==> src/btbstat_ram.sv <==
`default_nettype none

// Simple dual-port RAM with a registered read; a read of the address being
// written in the same cycle returns the old contents.
module btbstat_ram #(
  parameter int WIDTH = 8,
  parameter int DEPTH = 16
) (
  input  wire logic                     clk,
  input  wire logic                     we,
  input  wire logic [$clog2(DEPTH)-1:0] waddr,
  input  wire logic [WIDTH-1:0]         wdata,
  input  wire logic                     re,
  input  wire logic [$clog2(DEPTH)-1:0] raddr,
  output      logic [WIDTH-1:0]         rdata
);

  logic [WIDTH-1:0] mem [DEPTH];

  always_ff @(posedge clk) begin
    if (we) begin
      mem[waddr] <= wdata;
    end
    if (re) begin
      rdata <= mem[raddr];
    end
  end

endmodule

`default_nettype wire

==> config.mk <==
export PLATFORM = sky130hd
export DESIGN_NAME = btbstat_ram
export DESIGN_NICKNAME = d
export VERILOG_FILES = /design/src/btbstat_ram.sv
export SDC_FILE = /design/constraint.sdc
export NUM_CORES = 1
export LEC_CHECK = 0
export ABC_AREA = 1
export BUFFER_PORTS_ARGS = -buffer_cell sky130_fd_sc_hd__buf_2
export CAP_MARGIN = 30
export CORE_MARGIN = 2
export CORE_UTILIZATION = 55
export DETAILED_ROUTE_END_ITERATION = 7
export GPL_TIMING_DRIVEN = 0
export PLACE_DENSITY = 0.79
export SYNTH_ARGS = -nofsm -noshare
export SYNTH_HDL_FRONTEND = slang
export SYNTH_SLANG_ARGS = --single-unit
==> constraint.sdc <==
create_clock -name clk -period 1.7 [get_ports clk]
set_clock_uncertainty 0.15 [all_clocks]
set_input_delay 0.17 -clock clk [delete_from_list [all_inputs] [get_ports clk]]
set_output_delay 0.17 -clock clk [all_outputs]
set_load 0.02 [all_outputs]
-- Word level (Yosys, flattened, before mapping)
Memory sizes are Yosys's and may differ from the RTL's. A register that Yosys moved wholly into a read port is not among the register bits.
Cells that the tools add are included.
- register bits after elaboration: 0
- RAM bits: 128
- bits of input ports: 19
- output and inout port bits: 8
- word-level logic and storage cells: 3
- memories: 1
- mux-type cells: 2
- memory list (name ; words ; bits a word ; rd ports ; clocked after memory_dff ; wr ports ; line ; source):
    mem ; 16 ; 8 ; 1 ; 1 ; 1 ; 18 ; logic [WIDTH-1:0] mem [DEPTH];
- operator list (kind ; number):
    1-bit two-way mux ; 2

-- Longest topological paths before layout
- word-level depth: 2
- depth in mapped cells: 8
- depth with buffers taken out: 7

-- Least setup slack after synthesis
Ideal clock, no wire load.
- path kind: input port to flip-flop
- start point: input port waddr[2]
- end point: memory mem[10][0] (enable)
- library setup time: 370 ps
- arrival time: 751 ps
- data required time: 1180 ps
- path slack: 429 ps
- cell stages on the path: 2
- buffers on the path: 0
- cells stage by stage: nand3b_1 nor2_1
- RTL lines (element ; line ; source):
    start: declaration ; 11 ; input wire logic [$clog2(DEPTH)-1:0] waddr,
    end: declaration ; 18 ;
No word-level cell before the write port.

==> impl_metrics.py <==
metrics = {
    "yosys": {
        "synth_top_family_by_area": "simple AND/OR/NAND/NOR gates",
        "synth_area_mm2": 0.00585,
        "synthCells": 551,
        "ys_top_cells_by_area": "edfxtp_1, nand2_1, nand3_1",
        "seq_area_frac_synth": 0.698,
        "synth_top_area_frac": 0.698,
        "synth-simple-area-share": 0.208,
        "synthAdderAreaFrac": 0,
        "avgSynthCellArea_um2": 10.6,
        "synthMuxAreaShare": 0,
        "synth_cell_types": 11,
        "synth_compound_area_frac": 0,
        "synth_xor_area_frac": 0,
        "syn_nets": 570,
        "ys_warn_count": 0,
        "synth-seq-cells": 136,
        "synth_top_area_cell": "edfxtp_1",
    },
    "die": {
        "placementRows": 37,
        "chipWidth_um": 107,
        "die_area_mm2": 0.0115,
        "start_util": 0.566,
        "coreArea_mm2": 0.0103,
        "ios": 27,
        "dieHeight_um": 107,
    },
    "worst_hold_path": {
        "min_to": "rdata[5]",
        "hold_path_class": "primary input to flip-flop",
        "hold_depth": 3,
        "hp-start": "raddr[3]",
    },
    "sta": {
        "slew_headroom": 0.344,
        "period_needed_ns": 1.60,
        "fin_tns_setup_ns": 0,
        "worst_pin_slew_ns": 0.981,
        "finalSetupViolCount": 0,
        "period_share": 0.944,
        "whs_ns": 0.0732,
        "rsz0062_at_grt": "false",
        "fmax_mhz": 623,
        "hold_viol": 0,
        "slew_viol_final": 0,
    },
    "pwr": {
        "power.leakage_nw": 2.96,
        "switching_share": 0.211,
        "p_int_mw": 6.44,
        "seq_power_share": 0.465,
        "power_mw": 8.16,
        "ir_worst_vdd_uv": 778,
        "power.density_mw_per_mm2": 1190,
        "power_frac_clock": 0.470,
        "p_sw_mw": 1.72,
        "pwr-share-comb": 0.064,
    },
    "global_route": {
        "grt_max_degree": 17,
        "grt_pass1_vias": 3966,
        "grt_pass1_wl_mm": 21.4,
        "antenna_found_initial": 0,
        "grt_remaining_overflow": 0,
        "grtUsageTotal": 0.259,
    },
    "layout": {
        "n_antenna_cell": 0,
        "drive_above_1_share": 0.124,
        "final_util": 0.664,
        "nets": 622,
        "syn_to_final_growth_pct": 17.2,
        "stdcell_count": 751,
    },
    "worst_setup_path": {
        "r2r_start": "mem[0][1]",
        "critPathCaptureType": "flip-flop",
        "rr_worst_depth": 6,
        "crit_arrival_ns": 1.72,
        "cp_max_fo": 10,
        "required_ns": 1.82,
        "path_class": "primary input to flip-flop",
        "r2r-end": "rdata[1]",
        "startpoint_type": "primary input",
        "rrSetupSlack_ns": 0.32,
    },
    "cts": {
        "root_buffer": "clkbuf_8",
        "cts_buffers": 17,
        "ctsHoldBuffers": 10,
        "cts.sinks": 136,
        "cts_resized": 0,
        "cts_buffer_depth": 2,
        "post_cts_buffers": 0,
        "clk_pin_slew_ns": 0.06,
        "cts_tree": "built",
        "h-tree-depth": 4,
        "clock_insertion_delay_worst_skew_ns": 0.53,
    },
    "placement": {
        "dp_hpwl_mm": 8.69,
        "gp_congestion": 0.863,
        "placed_cells": 710,
        "port_buffers": 23,
    },
    "detailed_routing": {
        "wl_per_cell_um": 18.4,
        "final_antenna_net_count": 0,
        "drtPass1Iterations": 6,
        "vias": 4126,
        "avgViaCountPerCell": 5.49,
        "drtIter0Drc": 517,
        "finalWirelength_mm": 13.8,
        "detail_route.drc_violations": 0,
    },
    "status": {
        "status": "completed",
    },
    "flow_run": {
        "maxCapViolations": 0,
    },
}
==> how the worst max path moves through the flow <==
stage	from	to	slack, ns	cells after the start
after floorplan	waddr[2]	mem[10][0]	0.43	2
after global placement	waddr[3]	mem[6][5]	-0.08	3
after detailed placement	waddr[3]	mem[6][0]	-0.08	3
after CTS	raddr[2]	rdata[1]	0.16	7
after global routing	raddr[2]	rdata[1]	0.08	7
final	raddr[2]	rdata[1]	0.1	7
==> layer usage <==
layer  track usage  wire, um  up-vias
li1              -         -     1887
met1         0.358      5510     1922
met2         0.385      6390      285
met3        0.0729      1620       32
met4         0.114       281        0
met5             0         0        -
==> cell usage in the layout, fill, tap and decap left out <==
master,count
nand2_1,173
edfxtp_1,136
inv_1,100
nand3_1,97
buf_2,36
nor2_1,17
clkbuf_16,16
dlygate4sd3_1,10
buf_6,6
bufinv_16,5
buf_4,4
clkinvlp_4,3
clkinv_1,3
inv_2,2
nand3b_1,2
clkinv_4,2
buf_1,1
clkbuf_8,1
clkinv_2,1
==> flip-flops by register name, summed over array words and instances (netlist names) <==
signal / flops
mem: 128
rdata: 8
==> power by group through the flow <==
stage	Sequential (mW)	Combinational, mW	Clock, mW
detailed placement	3.87	0.487	0
finish	3.80	0.524	3.84
floorplan	3.89	0.265	0
CTS	3.80	0.514	3.87
global placement	3.86	0.472	0
global route	3.80	0.567	3.98
==> cell families (layout without fill, tap and decap cells) <==
family	Yosys count	in the layout
and+or+nand+nor	289	289
DFF	136	136
buffers and inverters	126	190
==> synthesized netlist by cell type <==
| library cell | instances |
|---|---|
| buf_1 | 1 |
| inv_1 | 100 |
| nand2_1 | 173 |
| buf_4 | 4 |
| buf_6 | 6 |
| buf_2 | 13 |
| inv_2 | 2 |
| edfxtp_1 | 136 |
| nand3b_1 | 2 |
| nor2_1 | 17 |
| nand3_1 | 97 |
==> area by class of cell <==
cell class / instances / area (um^2)
Sequential cell: 136 / 4080
Fill cell: 742 / 3470
Multi-Input combinational cell: 289 / 1210
Clock buffer: 17 / 414
Inverter: 102 / 383
Timing Repair Buffer: 33 / 215
Clock inverter: 14 / 206
Tap cell: 136 / 170
Buffer: 24 / 166
==> stage by stage <==
stage	setup slack, ns	cell area (um^2)
5_1_grt	0.0751	6850
3_5_place_dp	-0.0768	6130
3_3_place_gp	-0.0767	6130
4_1_cts	0.155	6850
6_report	0.0954	6850
2_1_floorplan	0.429	5850
==> worst max-delay path: stages <==
cell and delay (ns):
dlygate4sd3_1 0.53, buf_2 0.17, inv_1 0.22, buf_4 0.24, nand3_1 0.14, nand3_1 0.14, nand2_1 0.09
Power figures use the tool's default switching activity.
